==> config.mk <==
export PLATFORM = sky130hd
export DESIGN_NAME = spba_queue
export DESIGN_NICKNAME = d
export VERILOG_FILES = /design/src/rtl/core/spba_pkg.sv /design/src/rtl/core/spba_ram.sv /design/src/rtl/core/spba_queue.sv
export SDC_FILE = /design/constraint.sdc
export NUM_CORES = 2
export LEC_CHECK = 0
export ABC_AREA = 1
export BUFFER_PORTS_ARGS = -buffer_cell sky130_fd_sc_hd__buf_2
export CAP_MARGIN = 20
export CELL_PAD_IN_SITES_DETAIL_PLACEMENT = 0
export CELL_PAD_IN_SITES_GLOBAL_PLACEMENT = 2
export CORE_MARGIN = 2
export CORE_UTILIZATION = 40
export CTS_BUF_LIST = sky130_fd_sc_hd__clkbuf_2 sky130_fd_sc_hd__clkbuf_4 sky130_fd_sc_hd__clkbuf_8
export CTS_CLUSTER_SIZE = 14
export DETAILED_ROUTE_END_ITERATION = 8
export PLACE_DENSITY_LB_ADDON = 0.1
export SKIP_LAST_GASP = 1
export SLEW_MARGIN = 30
export SYNTH_ARGS = -nofsm -noshare
export SYNTH_HDL_FRONTEND = slang
export SYNTH_HIERARCHICAL = 1
export SYNTH_SLANG_ARGS = --single-unit
==> constraint.sdc <==
create_clock -name i_clk -period 23.7 [get_ports i_clk]
set_input_delay 1.185 -clock i_clk [delete_from_list [all_inputs] [get_ports i_clk]]
set_output_delay 1.185 -clock i_clk [all_outputs]
set_load 0.005 [all_outputs]
==> src/rtl/core/spba_pkg.sv <==
// shared types and constants of the speed priority bus arbiter
package spba_pkg;

    localparam int QUEUE_DEPTH = 64;
    localparam int Q_AW        = $clog2(QUEUE_DEPTH);
    localparam int Q_CW        = $clog2(QUEUE_DEPTH + 1);

    localparam int ID_W    = 6;
    localparam int SIZE_W  = 24;
    localparam int SPEED_W = 30;
    localparam int TIME_W  = 32;
    localparam int ACQ_W   = 10;
    localparam int USEC_W  = 20;
    localparam int NUM_W   = SIZE_W + USEC_W;

    localparam logic [USEC_W-1:0] USEC_PER_SEC  = USEC_W'(1000000);
    localparam logic [ACQ_W-1:0]  ACQUIRE_RESET = ACQ_W'(20);
    localparam logic [TIME_W-1:0] TIME_MAX      = '1;

    localparam logic KIND_REQUEST = 1'b0;
    localparam logic KIND_SERVICE = 1'b1;
    localparam logic EV_RELEASE   = 1'b0;
    localparam logic EV_GRANT     = 1'b1;

    typedef struct packed {
        logic              kind;
        logic [ID_W-1:0]    proc_id;
        logic [SIZE_W-1:0]  io_size;
        logic [SPEED_W-1:0] speed;
        logic [TIME_W-1:0]  now;
    } t_in_req;

    typedef struct packed {
        logic              event_res;
        logic [ID_W-1:0]   who;
        logic [TIME_W-1:0] busy_until;
        logic              last;
    } t_out_res;

    typedef struct packed {
        logic [ID_W-1:0]    proc_id;
        logic [SIZE_W-1:0]  io_size;
        logic [SPEED_W-1:0] speed;
    } t_entry;

    localparam int ENTRY_W = $bits(t_entry);

    typedef struct packed {
        logic   push;
        logic   pick;
        t_entry entry;
    } t_q_cmd;

    typedef struct packed {
        logic [Q_CW-1:0] count;
        logic            busy;
        logic            done;
        t_entry          pick;
    } t_q_stat;

endpackage

==> src/rtl/core/spba_ram.sv <==
// generic single write port ram with registered read
module spba_ram #(
    parameter int WIDTH = 8,
    parameter int DEPTH = 16
) (
    input  logic                     i_clk,
    input  logic                     i_we,
    input  logic [$clog2(DEPTH)-1:0] i_waddr,
    input  logic [WIDTH-1:0]         i_wdata,
    input  logic [$clog2(DEPTH)-1:0] i_raddr,
    output logic [WIDTH-1:0]         o_rdata
);

    logic [WIDTH-1:0] r_mem [DEPTH];
    logic [WIDTH-1:0] r_rdata;

    always_ff @(posedge i_clk) begin
        if (i_we) begin
            r_mem[i_waddr] <= i_wdata;
        end
        r_rdata <= r_mem[i_raddr];
    end

    assign o_rdata = r_rdata;

endmodule

==> src/rtl/core/spba_queue.sv <==
// waiting queue: append, priority scan and compaction over one ram
module spba_queue
    import spba_pkg::*;
(
    input  logic    i_clk,
    input  logic    i_rst_n,
    input  t_q_cmd  i_cmd,
    output t_q_stat o_stat
);

    typedef enum logic [1:0] {Q_IDLE, Q_SCAN, Q_SHIFT} t_state;

    t_state          r_state;
    logic [Q_CW-1:0] r_count;
    logic [Q_CW-1:0] r_ptr;
    logic            r_rv;
    logic [Q_AW-1:0] r_ridx;
    logic [Q_AW-1:0] r_best_idx;
    t_entry          r_best;
    logic            r_done;

    logic               full;
    logic               ram_we;
    logic [Q_AW-1:0]    ram_waddr;
    logic [ENTRY_W-1:0] ram_wdata;
    logic [ENTRY_W-1:0] ram_rdata;
    t_entry             rd_entry;

    assign full     = r_count == Q_CW'(QUEUE_DEPTH);
    assign rd_entry = t_entry'(ram_rdata);

    always_comb begin
        if (r_state == Q_SHIFT) begin
            // move each later entry down by one
            ram_we    = r_rv;
            ram_waddr = r_ridx - Q_AW'(1);
            ram_wdata = ram_rdata;
        end else begin
            ram_we    = (r_state == Q_IDLE) && i_cmd.push && !full;
            ram_waddr = r_count[Q_AW-1:0];
            ram_wdata = i_cmd.entry;
        end
    end

    spba_ram #(
        .WIDTH (ENTRY_W),
        .DEPTH (QUEUE_DEPTH)
    ) u_ram (
        .i_clk   (i_clk),
        .i_we    (ram_we),
        .i_waddr (ram_waddr),
        .i_wdata (ram_wdata),
        .i_raddr (r_ptr[Q_AW-1:0]),
        .o_rdata (ram_rdata)
    );

    always_ff @(posedge i_clk) begin
        if (!i_rst_n) begin
            r_state <= Q_IDLE;
            r_count <= '0;
            r_rv    <= 1'b0;
            r_done  <= 1'b0;
        end else begin
            r_done <= 1'b0;
            unique case (r_state)
                Q_IDLE: begin
                    if (i_cmd.push && !full) begin
                        r_count <= r_count + Q_CW'(1);
                    end
                    if (i_cmd.pick) begin
                        r_state <= Q_SCAN;
                        r_ptr   <= '0;
                        r_rv    <= 1'b0;
                    end
                end
                Q_SCAN: begin
                    if (r_ptr < r_count) begin
                        r_ptr  <= r_ptr + Q_CW'(1);
                        r_rv   <= 1'b1;
                        r_ridx <= r_ptr[Q_AW-1:0];
                    end else begin
                        r_rv <= 1'b0;
                    end
                    // strictly faster wins, so the earliest stays on ties
                    if (r_rv && (r_ridx == '0 || rd_entry.speed > r_best.speed)) begin
                        r_best     <= rd_entry;
                        r_best_idx <= r_ridx;
                    end
                    if (r_ptr == r_count && !r_rv) begin
                        r_state <= Q_SHIFT;
                        r_ptr   <= Q_CW'(r_best_idx) + Q_CW'(1);
                    end
                end
                Q_SHIFT: begin
                    if (r_ptr < r_count) begin
                        r_ptr  <= r_ptr + Q_CW'(1);
                        r_rv   <= 1'b1;
                        r_ridx <= r_ptr[Q_AW-1:0];
                    end else begin
                        r_rv <= 1'b0;
                    end
                    if (r_ptr == r_count && !r_rv) begin
                        r_count <= r_count - Q_CW'(1);
                        r_done  <= 1'b1;
                        r_state <= Q_IDLE;
                    end
                end
                default: r_state <= Q_IDLE;
            endcase
        end
    end

    assign o_stat.count = r_count;
    assign o_stat.busy  = r_state != Q_IDLE;
    assign o_stat.done  = r_done;
    assign o_stat.pick  = r_best;

endmodule

==> results.sh <==
export IMPL_antenna_found_initial=35
export IMPL_chipHeight_um=638
export IMPL_cp_num_buf_inv=7
export IMPL_utilization_pct=45.2
export IMPL_cts_setup_buffers=0
export IMPL_fp_row_count=232
export IMPL_vias=109570
export IMPL_slew_viol_final=0
export IMPL_crit_chain="inv_1 > ha_4 > inv_4 > buf_4 > nand2_1 > o21ai_0 > buf_4 > inv_1 > nand4_1 > nor2_4 > buf_4 > buf_4"
export IMPL_fin_setup_tns_ns=0
export IMPL_fmax_mhz=166
export IMPL_crit_path_end="u_ram/r_mem[41][20]$_DFFE_PP_"
export IMPL_cts_root_buf="clkbuf_8"
export IMPL_synthToLayoutAreaGrowth_pct=12.4
export IMPL_critical_path_class="reg2reg"
export IMPL_cts_tree="done"
export IMPL_yosysWarningCount=6
export IMPL_fp_dieW_um=638
export IMPL_final_common_cell="nand2_1"
export IMPL_drc=0
export IMPL_reg2reg_from="r_state[0]$_SDFFE_PN0P_"
export IMPL_tightest_slew_ns=1.13
export IMPL_first_iter_violations=12832
export IMPL_gp_congestion=0.802
export IMPL_required_ns=24.54
export IMPL_avgSynthCellArea_um2=12.1
export IMPL_path_delay_family="buffers and inverters"
export IMPL_seq_area_um2=119000
export IMPL_syn_area_um2=161000
export IMPL_rsz0062_at_grt="no"
export IMPL_post_drt_wl_per_cell_um=30.8
export IMPL_dpl_hpwl_um=305000
export IMPL_maxSlewHeadroom_pct=24.6
export IMPL_clkTransAtPathRegs_ns=0.06
export IMPL_hold_depth=3
export IMPL_startpoint="r_state[0]$_SDFFE_PN0P_"
export IMPL_crit_path_frequent_cell="buf_4"
export IMPL_r2r_end="u_ram/r_mem[41][20]$_DFFE_PP_"
export IMPL_power_leakage_nw=64.4
export IMPL_synthCells=13286
export IMPL_overflow=0
export IMPL_seq_area_frac_synth_pct=74.0
export IMPL_cts_sinks=3990
export IMPL_drive_gt1_share_pct=12.1
export IMPL_p_total_mw=15.5
export IMPL_p_per_area_nw_per_um2=86.0
export IMPL_post_drt_via_cell_ratio=5.64
export IMPL_core_area_um2=400000
export IMPL_fp_dieArea_um2=407000
export IMPL_fin_crit_ns=6.01
export IMPL_run_status="finished, final reports clean"
export IMPL_synth_ff_type="edfxtp_1"
export IMPL_start_kind="register"
export IMPL_grt_pass1_vias=105624
export IMPL_synth_edff_count=3919
export IMPL_clk_latency_ns=1.27
export IMPL_timing_final_crit_share_pct=25.4
export IMPL_cts_htree_levels=6
export IMPL_multi_input_area_um2=37200
export IMPL_setup_viol=0
export IMPL_grt_pass1_wl_um=834000
export IMPL_mostFrequentLayoutCells="nand2_1, edfxtp_1, nand3_1"
export IMPL_place_area_um2=167000
export IMPL_post_cts_resized=0
export IMPL_cts_max_path_buffers=4
export IMPL_cp_end_kind="register"
export IMPL_cp_slowest_cell="nor2_4"
export IMPL_r2r_cells=12
export IMPL_grtUsageTotal_pct=28.8
export IMPL_initial_utilization_pct=40.2
export IMPL_ios=133
export IMPL_postCtsHoldBufs=0
export IMPL_max_cap_viol_count=0
export IMPL_first_pass_iters=5
export IMPL_io_buffers=132
export IMPL_final_area_um2=181000
export IMPL_grt_max_degree=189
export IMPL_wl_um=598000
export IMPL_synth_nets=13400
export IMPL_nets=13705
export IMPL_hp_class="in2reg"
export IMPL_r2r_slack_ns=17.69
export IMPL_ir_drop_mv=0.0512
export IMPL_synth_distinct_cells=40
export IMPL_n_fill_cell=36611
export IMPL_skew_ns=0.0539
export IMPL_max_stage_delay_ns=0.78
export IMPL_async_flop_share_pct=0
export IMPL_ant_nets=0
export IMPL_synth_seq_cells=3990
export IMPL_hold_viol_final=0
export IMPL_critical_path_cell_count=12
export IMPL_cp_data_arrival_time_ns=6.85
export IMPL_cts_inserted_buffers=691
export IMPL_path_max_fanout=47
[cell type report]
cell class,count,area share (%)
multi-input combinational,8339,20.6
antenna,12,0.0166
clock buffer,997,6.64
tap,5265,3.64
inverter,96,0.235
sequential,3990,65.9
timing repair buffer,473,2.21
clock inverter,246,0.812
[state kept, by name, indices dropped and copies added, names as in the netlist]
signal         count
u_ram/o_rdata     60
o_stat            60
r_ridx             6
r_state            2
r_rv               1
u_ram/r_mem     3840
r_best_idx         6
r_done             1
r_ptr              7
r_count            7
[how the worst min path moves through the flow]
stage	startpoint	endpoint	slack, ns
CTS	i_rst_n	r_count[2]$_SDFFE_PN0P_	0.21
detailed placement	u_ram/o_rdata[32]$_DFF_P_	o_stat[32]$_DFFE_PP_	0.42
global placement	u_ram/o_rdata[32]$_DFF_P_	o_stat[32]$_DFFE_PP_	0.41
global route	i_rst_n	r_count[2]$_SDFFE_PN0P_	0.28
finish	i_rst_n	r_count[2]$_SDFFE_PN0P_	0.35
floorplan	u_ram/o_rdata[0]$_DFF_P_	o_stat[0]$_DFFE_PP_	0.41
[synthesized netlist by cell type, types with 4 or more instances]
library cell	n	share of area, %
a21oi_1	24	0.075
nand3_1	3579	11
buf_2	449	1.4
inv_1	91	0.21
nand4_1	15	0.058
clkbuf_1	113	0.26
a21oi_2	6	0.033
nor3_1	4	0.012
buf_4	154	0.72
dfxtp_1	71	0.88
ha_1	49	0.38
buf_1	72	0.17
buf_6	71	0.50
nand2_1	4519	11
nor2_1	78	0.18
xor2_1	11	0.060
nor4_1	8	0.031
o21ai_0	15	0.047
nand2_2	4	0.016
edfxtp_1	3919	73
[cell families (layout without fill, tap and decap cells)]
logic type      count (synthesis)  count (layout)  share of synthesized area, %
buf+inv                       957            1812                          3.28
compound gates                 61              61                         0.225
other cells                     0              12                             0
xor+xnor                       13              13                        0.0708
simple gates                 8215            8215                          22.0
fa+ha+maj                      50              50                         0.393
flops                        3990            3990                          74.0
[worst reg2reg max path, stage by stage (launching register included)]
cell and delay (ns):
dfxtp_1 0.33, inv_1 0.14, ha_4 0.59, inv_4 0.36, buf_4 0.38, nand2_1 0.12
o21ai_0 0.11, buf_4 0.21, inv_1 0.24, nand4_1 0.68, nor2_4 0.78, buf_4 0.74
buf_4 0.78
[power breakdown]
part / internal, mW / switching (mW)
Sequential: 7.84 / 0.0873
Combinational: 0.314 / 1.06
Clock: 3.35 / 2.89
[per-stage QoR]
step                      worst slack, ns  instances  hold WS [ns]
final                               17.69      19418         0.352
after global routing                17.50      19411         0.284
after CTS                           17.71      19398         0.208
after detailed placement            17.74      18155         0.417
after global placement              17.51      18135         0.413
after floorplan                     15.23      13286         0.408
[per-layer routing]
layer | global-route usage (%) | routed length (um)
met1 | 41.3 | 262000
met3 | 4.25 | 43300
met2 | 46.2 | 278000
met5 | 0 | 64
met4 | 6.99 | 14800
(Power assumes the default switching activity.)
