[src/rtl/core/spba_pkg.sv]
// shared types and constants of the speed priority bus arbiter
package spba_pkg;

    localparam int QUEUE_DEPTH = 64;
    localparam int Q_AW        = $clog2(QUEUE_DEPTH);
    localparam int Q_CW        = $clog2(QUEUE_DEPTH + 1);

    localparam int ID_W    = 6;
    localparam int SIZE_W  = 24;
    localparam int SPEED_W = 30;
    localparam int TIME_W  = 32;
    localparam int ACQ_W   = 10;
    localparam int USEC_W  = 20;
    localparam int NUM_W   = SIZE_W + USEC_W;

    localparam logic [USEC_W-1:0] USEC_PER_SEC  = USEC_W'(1000000);
    localparam logic [ACQ_W-1:0]  ACQUIRE_RESET = ACQ_W'(20);
    localparam logic [TIME_W-1:0] TIME_MAX      = '1;

    localparam logic KIND_REQUEST = 1'b0;
    localparam logic KIND_SERVICE = 1'b1;
    localparam logic EV_RELEASE   = 1'b0;
    localparam logic EV_GRANT     = 1'b1;

    typedef struct packed {
        logic              kind;
        logic [ID_W-1:0]    proc_id;
        logic [SIZE_W-1:0]  io_size;
        logic [SPEED_W-1:0] speed;
        logic [TIME_W-1:0]  now;
    } t_in_req;

    typedef struct packed {
        logic              event_res;
        logic [ID_W-1:0]   who;
        logic [TIME_W-1:0] busy_until;
        logic              last;
    } t_out_res;

    typedef struct packed {
        logic [ID_W-1:0]    proc_id;
        logic [SIZE_W-1:0]  io_size;
        logic [SPEED_W-1:0] speed;
    } t_entry;

    localparam int ENTRY_W = $bits(t_entry);

    typedef struct packed {
        logic   push;
        logic   pick;
        t_entry entry;
    } t_q_cmd;

    typedef struct packed {
        logic [Q_CW-1:0] count;
        logic            busy;
        logic            done;
        t_entry          pick;
    } t_q_stat;

endpackage

[src/rtl/core/spba_endcalc.sv]
// busy-until unit: constant multiply, serial ceiling divide, add and saturate
module spba_endcalc
    import spba_pkg::*;
(
    input  logic               i_clk,
    input  logic               i_rst_n,
    input  logic               i_start,
    input  logic [SIZE_W-1:0]  i_size,
    input  logic [SPEED_W-1:0] i_speed,
    input  logic [TIME_W-1:0]  i_now,
    input  logic [ACQ_W-1:0]   i_acq,
    output logic               o_done,
    output logic [TIME_W-1:0]  o_busy_until
);

    localparam int STEP_W = $clog2(NUM_W);

    typedef enum logic [1:0] {E_IDLE, E_MUL, E_DIV, E_SUM} t_state;

    t_state             r_state;
    logic [NUM_W-1:0]   r_nq;
    logic [SPEED_W-1:0] r_rem;
    logic [STEP_W-1:0]  r_step;
    logic               r_done;
    logic [TIME_W-1:0]  r_result;

    logic [NUM_W-1:0]   prod;
    logic [SPEED_W:0]   rem_sh;
    logic [SPEED_W:0]   rem_sub;
    logic               ge;
    logic [TIME_W+1:0]  sum;
    logic               sat;

    always_comb begin
        prod    = NUM_W'(i_size) * NUM_W'(USEC_PER_SEC);
        rem_sh  = {r_rem, r_nq[NUM_W-1]};
        ge      = rem_sh >= {1'b0, i_speed};
        rem_sub = rem_sh - {1'b0, i_speed};
        // quotient plus one when the division leaves a remainder
        sum     = (TIME_W+2)'(r_nq[TIME_W-1:0]) + (TIME_W+2)'(i_now)
                + (TIME_W+2)'(i_acq) + (TIME_W+2)'(r_rem != '0);
        sat     = (|r_nq[NUM_W-1:TIME_W]) || (|sum[TIME_W+1:TIME_W]);
    end

    always_ff @(posedge i_clk) begin
        if (!i_rst_n) begin
            r_state <= E_IDLE;
            r_done  <= 1'b0;
        end else begin
            r_done <= 1'b0;
            unique case (r_state)
                E_IDLE: begin
                    if (i_start) begin
                        if (i_speed == '0) begin
                            r_result <= TIME_MAX;
                            r_done   <= 1'b1;
                        end else begin
                            r_state <= E_MUL;
                        end
                    end
                end
                E_MUL: begin
                    r_nq    <= prod;
                    r_rem   <= '0;
                    r_step  <= '0;
                    r_state <= E_DIV;
                end
                E_DIV: begin
                    r_rem  <= ge ? rem_sub[SPEED_W-1:0] : rem_sh[SPEED_W-1:0];
                    r_nq   <= {r_nq[NUM_W-2:0], ge};
                    r_step <= r_step + STEP_W'(1);
                    if (r_step == STEP_W'(NUM_W - 1)) begin
                        r_state <= E_SUM;
                    end
                end
                E_SUM: begin
                    r_result <= sat ? TIME_MAX : sum[TIME_W-1:0];
                    r_done   <= 1'b1;
                    r_state  <= E_IDLE;
                end
                default: r_state <= E_IDLE;
            endcase
        end
    end

    assign o_done       = r_done;
    assign o_busy_until = r_result;

endmodule

[config.mk]
export PLATFORM = sky130hd
export DESIGN_NAME = spba_endcalc
export DESIGN_NICKNAME = d
export VERILOG_FILES = /design/src/rtl/core/spba_pkg.sv /design/src/rtl/core/spba_endcalc.sv
export SDC_FILE = /design/constraint.sdc
export NUM_CORES = 1
export LEC_CHECK = 0
export BUFFER_PORTS_ARGS = -buffer_cell sky130_fd_sc_hd__buf_4
export CORE_UTILIZATION = 62
export DETAILED_ROUTE_END_ITERATION = 8
export PLACE_DENSITY = 0.91
export SYNTH_ARGS = -nofsm -noshare
export SYNTH_HDL_FRONTEND = slang
export SYNTH_SLANG_ARGS = --single-unit
[constraint.sdc]
create_clock -name i_clk -period 18.9 [get_ports i_clk]
set_input_delay 1.89 -clock i_clk [delete_from_list [all_inputs] [get_ports i_clk]]
set_output_delay 1.89 -clock i_clk [all_outputs]
set_load 0.1 [all_outputs]
==> metrics, run 1 <==
Skew-Pair Late Insertion Delay=420 ps; worst r2r src=r_rem[10]; critical path fanouts, max=6; # resized after CTS=0; first-pass GRT wire length=56.03 mm; FF-to-FF setup slack=13780 ps; internal power=1.535 mW; Area contributors post-synth=edfxtp_1 (24%), ha_1 (19%), fa_1 (15%); leakage=7.524 nW; fraction of registers with async set/reset=0; GR Util All Layers=0.2974; Seq/Total Area, Yosys=0.2395; Synth Net Count=1903; Chip Width=153.8 microns; CTS Hold Buffers Added=0; Tightest Hold Check Type=register to register; CTS Buf Count=17; Root Driver=clkbuf_16; synth-to-layout area growth=12.33%; Synth warnings=0; gpl congestion=0.9532; origin of the worst setup path=i_size[3]; Slew Limit Fails=0; Die H=153.8 microns; vias per cell=6.168; Slew HR=0.1917; Final ANT Viol Nets=0; CP Class=input pin to register; WP data required=19050 ps; Finished Layout Cells=1899; Yosys cell types=75; Residual DRC=0; min Tclk post-route=7329 ps; Vias=11710; Total Wirelength=34.73 mm; fin nets=2023; Power Density=188.9 mW/mm^2; period utilization=0.3878; Post-Syn Instances=1479; EDFF count, synth=112; P_sw=1.497 mW; CTS tree=yes; Max VDD drop=0.1595 mV; CORE AREA=0.02264 sq mm; status=complete, no violations; Mapped Area=0.01429 sq mm; Cells after DPL=1865; Gate power share=0.736; number of antenna violations at the first check in global routing=2; H-tree Lvls=4; setup repair after global routing missed its margin=false; Flop pwr share=0.166; Final HPWL DP=27.45 mm; vias in the first global route=11640; Clk network pwr share=0.098; grt ovf=0; Clock Tree Buf Depth=2; leading area contributor after synthesis=edfxtp_1; Setup Viol. Count Final=0; largest net degree at the start of global routing=83; Setup Skew=12.57 ps; I/O pins=132; worst reg2reg path depth=16; Seq cells post-synth=115; Cell Rows=55; PortBufs=131; total power of the final layout=3.032 mW; ys flop type=edfxtp_1; CP Launch Type=input pin; clock sinks=115; Worst EP arrival=7480 ps; Critical Path End=r_nq[32]; share of cells above drive strength 1=0.1191; switching portion of total power=0.4937; Max Cap Violations=0; syn avg cell area=9.664 sq um; Peak Freq=136.4 MHz; average wire per standard cell=18.29 microns; Initial Utilization=0.6313; Worst Setup End Kind=register; r2r endpoint=o_busy_until[30]; 1st-iter DRT viols=902; top cell type's share of synthesized area=0.2353; setup_tns=0 ps; clock-pin slew on the worst setup and hold paths=60 ps; Die Area=0.02366 sq mm; drt pass-1 iters=5; post-CTS setup buffers=0; Final Hold Fails=0; slew at the pin with the worst max-slew slack=1208 ps
[synthesized netlist by cell type, types with 16 or more instances]
library cell,n
ha_1,218
inv_1,187
edfxtp_1,112
fa_1,107
a21oi_1,95
nand2_1,87
nor2_1,81
o21ai_0,74
a21o_1,50
xnor2_1,42
xor2_1,36
nand2b_1,34
nand3_1,27
clkbuf_1,24
mux2i_1,24
o211ai_1,22
and3_1,20
nor3_1,19
nor4_1,16
[kinds of logic after synthesis]
group           after synthesis  share of synthesized area
flops                       115                     0.2395
buf+inv                     221                    0.06049
simple gates                356                     0.1257
xor+xnor                     78                    0.04780
mux                          29                    0.02075
fa+ha+maj                   325                     0.3407
compound gates              355                     0.1650
[layer usage]
layer | GRT usage | up-vias | share of wire
met2 | 0.4974 | 454 | 0.48
met5 | 0 | - | 0
li1 | - | 5525 | -
met3 | 0.04481 | 91 | 0.058
met1 | 0.3854 | 5643 | 0.42
met4 | 0.1267 | 0 | 0.035
[sequential cells by signal, indices dropped and copies added, names as in the netlist]
| name | cells |
|---|---|
| r_rem | 30 |
| o_done | 1 |
| r_nq | 44 |
| r_state | 2 |
| r_step | 6 |
| o_busy_until | 32 |
[cells in the final DEF, fill, tap and decap left out, types with 20 or more instances in the layout]
cell type / synthesis / layout
nor2_1: 81 / 80
nand3_1: 27 / 27
nand2b_1: 34 / 34
xor2_1: 36 / 36
ha_1: 218 / 217
edfxtp_1: 112 / 112
a21o_1: 50 / 50
inv_1: 187 / 187
nand2_1: 87 / 87
o21ai_0: 74 / 74
buf_4: 0 / 134
fa_1: 107 / 107
o211ai_1: 22 / 22
xnor2_1: 42 / 42
mux2i_1: 24 / 24
and3_1: 20 / 20
a21oi_1: 95 / 95
[critical path: stages]
cell	delay, ps
buf_4	120
inv_1	110
fa_1	550
inv_1	70
fa_1	520
fa_1	580
fa_1	420
ha_1	290
inv_1	50
fa_1	510
inv_1	50
ha_1	360
o21ai_0	250
a21oi_1	120
a221o_1	330
or2_1	280
a311o_1	370
a21o_1	180
a21oi_1	180
xor2_1	160
o21ai_1	70
[final cells by class]
cell class / instances / area [sq um]
Timing Repair Buffer: 134 / 1006
Antenna cell: 2 / 5.005
Inverter: 188 / 705.7
Fill cell: 1627 / 6586
Multi-Input combinational cell: 1143 / 10010
Sequential cell: 115 / 3423
Clock inverter: 14 / 116.4
Clock buffer: 18 / 429.2
Tap cell: 285 / 356.6
[worst min-delay path by stage]
stage	startpoint	to	slack [ps]	depth (start not counted)
6_report	r_nq[30]	r_nq[31]	560	2
5_1_grt	r_nq[34]	r_nq[35]	600	2
4_1_cts	r_nq[33]	r_nq[34]	570	2
3_5_place_dp	r_nq[33]	r_nq[34]	550	2
3_3_place_gp	r_state[0]	r_state[0]	540	2
2_1_floorplan	r_state[0]	r_state[0]	510	2
[stage by stage]
step                      setup slack, ps  cell area (sq um)  hold slack (ps)  utilization
after floorplan                     11680              14290            510.2            -
final                               11570              16050            563.1       0.7091
after CTS                           11610              16050            566.8       0.7089
after global placement              11360              15500            535.4       0.6848
after global routing                11380              16050            600.0       0.7091
after detailed placement            11170              15500            551.2       0.6848
[power groups by stage]
stage,clock (mW),sequential (mW),combinational [mW]
2_1_floorplan,0,0.506,1.68
3_3_place_gp,0,0.501,2.09
3_5_place_dp,0,0.505,2.16
4_1_cts,0.296,0.502,2.19
5_1_grt,0.307,0.511,2.47
6_report,0.297,0.504,2.23
Note: power is estimated with default switching activity, not from simulation.
==> run 2, diff against run 1 <==
ABC_AREA = 1   (was unset)
PLACE_DENSITY = 0.9   (was 0.91)
clock period = 6.8 ns   (was 18.9 ns; I/O delays follow)
==> metrics, run 2 <==
synth-to-layout area growth=12.09%; Max Cap Violations=0; fraction of registers with async set/reset=0; most frequent cells in the layout=nand2_1 (644), inv_1 (433), ha_1 (217); commonest non-fill, non-tap cell in the layout=nand2_1; Max VDD drop=0.3302 mV; FF-to-FF setup slack=1810 ps; Seq cells post-synth=115; grt ovf=0; fillcell total=2101; Vias=14820; I/O pins=132; Total Wirelength=45.02 mm; Die Area=0.02638 sq mm; CTS tree=yes; PortBufs=131; Residual DRC=0; worst r2r src=r_rem[15]; Die H=162.4 microns; Setup Viol. Count Final=0; Clock Tree Buf Depth=2; Yosys cell types=47; worst reg2reg path depth=19; max FFs per register=44; CP max stage delay=580 ps; Synth warnings=0; CORE AREA=0.02518 sq mm; status=complete, no violations; Seq/Total Area, Yosys=0.2145; CTS Buf Count=17; Final ANT Viol Nets=0; fin nets=2761; period utilization=0.7951; setup_tns=0 ps; CP Depth=23; origin of the worst setup path=i_size[4]; Initial Utilization=0.6337; first-pass GRT wire length=71.97 mm; top cell type's share of synthesized area=0.2108; min Tclk post-route=5407 ps; Crit-path slowest cell=fa_1; drt pass-1 iters=6; crit-path cells=buf_4 > inv_1 > fa_1 > inv_1 > fa_1 > fa_1 > fa_1 > ha_1 > inv_1 > fa_1 > inv_1 > ha_1 > nand2_1 > nor2_1 > nand2_1 > inv_1 > nand4_1 > nand3_1 > nand2_1 > nand2_1 > nand2_1 > nand3_1 > nand2_1; Tightest Hold Check Type=input pin to register; Mapped Area=0.01596 sq mm; critical path fanouts, max=5; r2r endpoint=o_busy_until[29]; 1st-iter DRT viols=1387; post-CTS setup buffers=0; clock sinks=115; # resized after CTS=0; Root Driver=clkbuf_16; slew at the pin with the worst max-slew slack=1068 ps; Final Hold Fails=0; Biggest register=r_nq; Post-Syn Instances=2206; fin area=0.01789 sq mm; commonest cells in the netlist=nand2_1 (644), inv_1 (434), ha_1 (218); WP data required=6970 ps; Area contributors post-synth=edfxtp_1 (21%), ha_1 (17%), nand2_1 (15%); cell family with most CP delay=adder cells; Skew-Pair Late Insertion Delay=430 ps; largest net degree at the start of global routing=86; H-tree Lvls=4; setup repair after global routing missed its margin=false; share of cells above drive strength 1=0.09068; most frequent CP cell=nand2_1; worst path bufs/invs=6; Peak Freq=185.0 MHz; CP Class=input pin to register; Worst Setup End Kind=register; Slew HR=0.2859; number of antenna violations at the first check in global routing=1; Power Density=526.4 mW/mm^2; gpl congestion=1.006; placed cell areas=0.01725 sq mm; vias per cell=5.530; Critical Path End=r_nq[35]; average wire per standard cell=16.80 microns; CTS Hold Buffers Added=0; ys flop type=edfxtp_1; top-count cell post-synth=nand2_1; EDFF count, synth=112; Final HPWL DP=37.53 mm; Synth Net Count=2630; Slew Limit Fails=0; leading area contributor after synthesis=edfxtp_1; Worst EP arrival=5580 ps; Setup Skew=13.29 ps; GR Util All Layers=0.3521; leakage=9.414 nW; CP Launch Type=input pin; Cell Rows=58; syn avg cell area=7.233 sq um; total power of the final layout=9.416 mW; Chip Width=162.4 microns; vias in the first global route=14220; Hold Slack=520.2 ps; clock-pin slew on the worst setup and hold paths=60 ps
[run 2: worst reg2reg max path, delay by kind of cell (launching register included)]
family,cells,cell delay [ps]
simple gates,14,2980
fa+ha+maj,3,1070
flops,1,430
buf+inv,2,200
[run 2: per-stage QoR]
stage | setup slack [ps] | std cells | util
after floorplan | 1666 | 2206 | -
after global placement | 1051 | 2648 | 0.6849
after detailed placement | 1017 | 2648 | 0.6849
after CTS | 1451 | 2679 | 0.7102
after global routing | 1157 | 2680 | 0.7103
final | 1393 | 2680 | 0.7103
[run 2: cell families (layout without fill, tap and decap cells)]
kind of cell | after synthesis | in the layout | share of synthesized area
other cells | 0 | 1 | 0
xor+xnor | 35 | 35 | 0.01921
flops | 115 | 115 | 0.2145
buf+inv | 461 | 604 | 0.1121
simple gates | 1081 | 1081 | 0.2841
compound gates | 189 | 189 | 0.06485
fa+ha+maj | 325 | 325 | 0.3052
[run 2: how the worst min path moves through the flow]
stage / depth (start not counted) / slack (ps) / from / to
CTS: 3 / 510 / i_rst_n / r_state[0]
floorplan: 2 / 480 / r_state[0] / r_state[0]
detailed placement: 2 / 520 / r_state[0] / r_state[0]
finish: 3 / 520 / i_rst_n / r_state[0]
global placement: 2 / 490 / r_state[0] / r_state[0]
global route: 3 / 540 / i_rst_n / r_state[0]
[run 2: cell type report]
class                   instances  area [sq um]  share of cell area
repair buffers                134          1006             0.05624
well taps                     330         412.9             0.02308
clock inverters                14         210.2             0.01175
flip-flops and latches        115          3423              0.1914
inverters                     439          1648             0.09213
diodes                          1         2.502           0.0001399
multi-input cells            1630         10760              0.6015
clock buffers                  17         425.4             0.02378
[run 2: power by group]
group	switching [mW]	total [mW]	internal (mW)
registers	0.168	1.38	1.22
clock network	0.354	1.00	0.647
logic	4.59	7.03	2.44
[run 2: layer usage]
layer / part of all wire / global-route usage
met1: 0.43 / 0.4688
met2: 0.47 / 0.5973
met3: 0.073 / 0.04456
met4: 0.028 / 0.1055
met5: 0 / 0
==> run 3, diff against run 2 <==
CORE_UTILIZATION = 57   (was 62)
PLACE_DENSITY = 0.88   (was 0.9)
clock period = 4.84 ns   (was 6.8 ns; I/O delays follow)
==> metrics, run 3 (synthesized netlist as in run 2, its figures left out) <==
status=complete, no violations; PortBufs=131; GR Util All Layers=0.3277; Setup Viol. Count Final=0; fin nets=2831; setup repair after global routing missed its margin=true; average wire per standard cell=16.72 microns; Root Driver=clkbuf_16; Die Area=0.02867 sq mm; worst reg2reg path depth=20; Slew HR=0.1960; slew at the pin with the worst max-slew slack=1199 ps; Worst Setup End Kind=register; FF-to-FF setup slack=340 ps; Peak Freq=206.8 MHz; CTS Hold Buffers Added=0; Cell Rows=60; Chip Width=169.3 microns; share of cells above drive strength 1=0.1632; period utilization=0.9990; post-layout utilization of the core=0.7003; min Tclk post-route=4835 ps; Final ANT Viol Nets=0; grt ovf=0; CTS tree=yes; Tightest Hold Check Type=input pin to register; worst r2r src=r_rem[10]; Vias=15190; max FFs per register=44; Max Cap Violations=0; Hold Startpoint=i_rst_n; most frequent cells in the layout=nand2_1 (610), inv_1 (413), buf_4 (202); fillcell total=2206; vias in the first global route=14790; CP Launch Type=input pin; commonest non-fill, non-tap cell in the layout=nand2_1; Total Wirelength=46.73 mm; I/O pins=132; CP Class=input pin to register; Setup Skew=14.33 ps; WP data required=4990 ps; Initial Utilization=0.5872; first-pass GRT wire length=73.17 mm; r2r endpoint=o_busy_until[31]; clock sinks=115; 1st-iter DRT viols=1388; Die H=169.3 microns; Clock Tree Buf Depth=2; clock-pin slew on the worst setup and hold paths=60 ps; gpl congestion=0.9650; vias per cell=5.438; CTS Buf Count=17; hold path depth=3; Slew Limit Fails=0; number of antenna violations at the first check in global routing=3; CORE AREA=0.02718 sq mm; Hold EP=r_state[1]; critical path fanouts, max=4; H-tree Lvls=4; Final Hold Fails=0; synth-to-layout area growth=19.27%; Residual DRC=0; drt pass-1 iters=6; Biggest register=r_nq; largest net degree at the start of global routing=86; Skew-Pair Late Insertion Delay=420 ps; Final HPWL DP=38.48 mm; Worst EP arrival=4990 ps
-- run 3: changes by cell type in the layout (fill, tap and decap cells not counted), moves of 16 or more --
cell	delta
ha_4	+16
inv_1	-20
nand2_1	-34
nand2_2	+26
a21oi_1	-16
buf_4	+68
ha_1	-16
-- run 3: area by class of cell --
type	instances	area, sq um	area share
diodes	2	5.005	0.0002630
clock buffers	20	436.7	0.02294
clock inverters	12	186.4	0.009796
inverters	439	1669	0.08770
multi-input cells	1630	11300	0.5939
flip-flops and latches	115	3423	0.1799
well taps	372	465.4	0.02446
repair buffers	204	1543	0.08106
-- run 3: worst max-delay path, stage by stage --
cell and delay [ps]:
buf_4 80, inv_1 100, fa_1 560, inv_1 60, fa_1 550, fa_1 450, fa_1 490, ha_1 300
inv_1 50, fa_1 520, inv_1 70, ha_4 250, nand2_4 90, nor2_4 40, buf_4 120, a21oi_1 150
nand2_2 140, or2_2 310, nand3_2 100, nand2_1 80
-- run 3: how the worst max path moves through the flow --
| stage | from | endpoint | slack, ps | depth (start not counted) |
|---|---|---|---|---|
| 6_report | i_size[3] | r_nq[24] | 5 | 20 |
| 5_1_grt | i_size[4] | r_nq[24] | -170 | 19 |
| 4_1_cts | i_size[3] | r_nq[27] | -3 | 19 |
| 3_5_place_dp | i_size[0] | r_nq[24] | -570 | 17 |
| 3_3_place_gp | i_size[0] | r_nq[24] | -480 | 17 |
| 2_1_floorplan | i_size[1] | r_nq[33] | -20 | 21 |
-- run 3: routing by layer --
layer | vias to the layer above | global-route usage | share of wire
met5 | - | 0 | 0.00019
met4 | 2 | 0.1014 | 0.025
met3 | 70 | 0.04734 | 0.070
met2 | 583 | 0.5541 | 0.48
met1 | 7130 | 0.4334 | 0.43
li1 | 7408 | - | -
-- run 3: stage by stage --
step           setup TNS, ps  worst slack [ps]  hold slack, ps  instance area (sq um)  cells
6_report                   0             5.077           344.7                  19030   2794
5_1_grt                -2123            -165.2           353.8                  19030   2793
4_1_cts               -2.862            -2.862           341.2                  18600   2784
3_5_place_dp          -11250            -567.1           535.2                  17890   2751
3_3_place_gp           -8510            -477.5           488.8                  17890   2751
2_1_floorplan         -54.99            -20.60           482.6                  16090   2206
-- run 3: timing repair --
| action | 4_1_cts | 5_1_grt |
|---|---|---|
| pin swaps | 5 | 85 |
| endpoints found under the setup margin | 17 | 24 |
| setup buffers | 1 | 8 |
| gates resized for setup | 17 | 110 |
Power of run 3 is left out: the tool's default activity adds up to more than one toggle a clock period on the data nets, which glitch-free logic cannot reach.
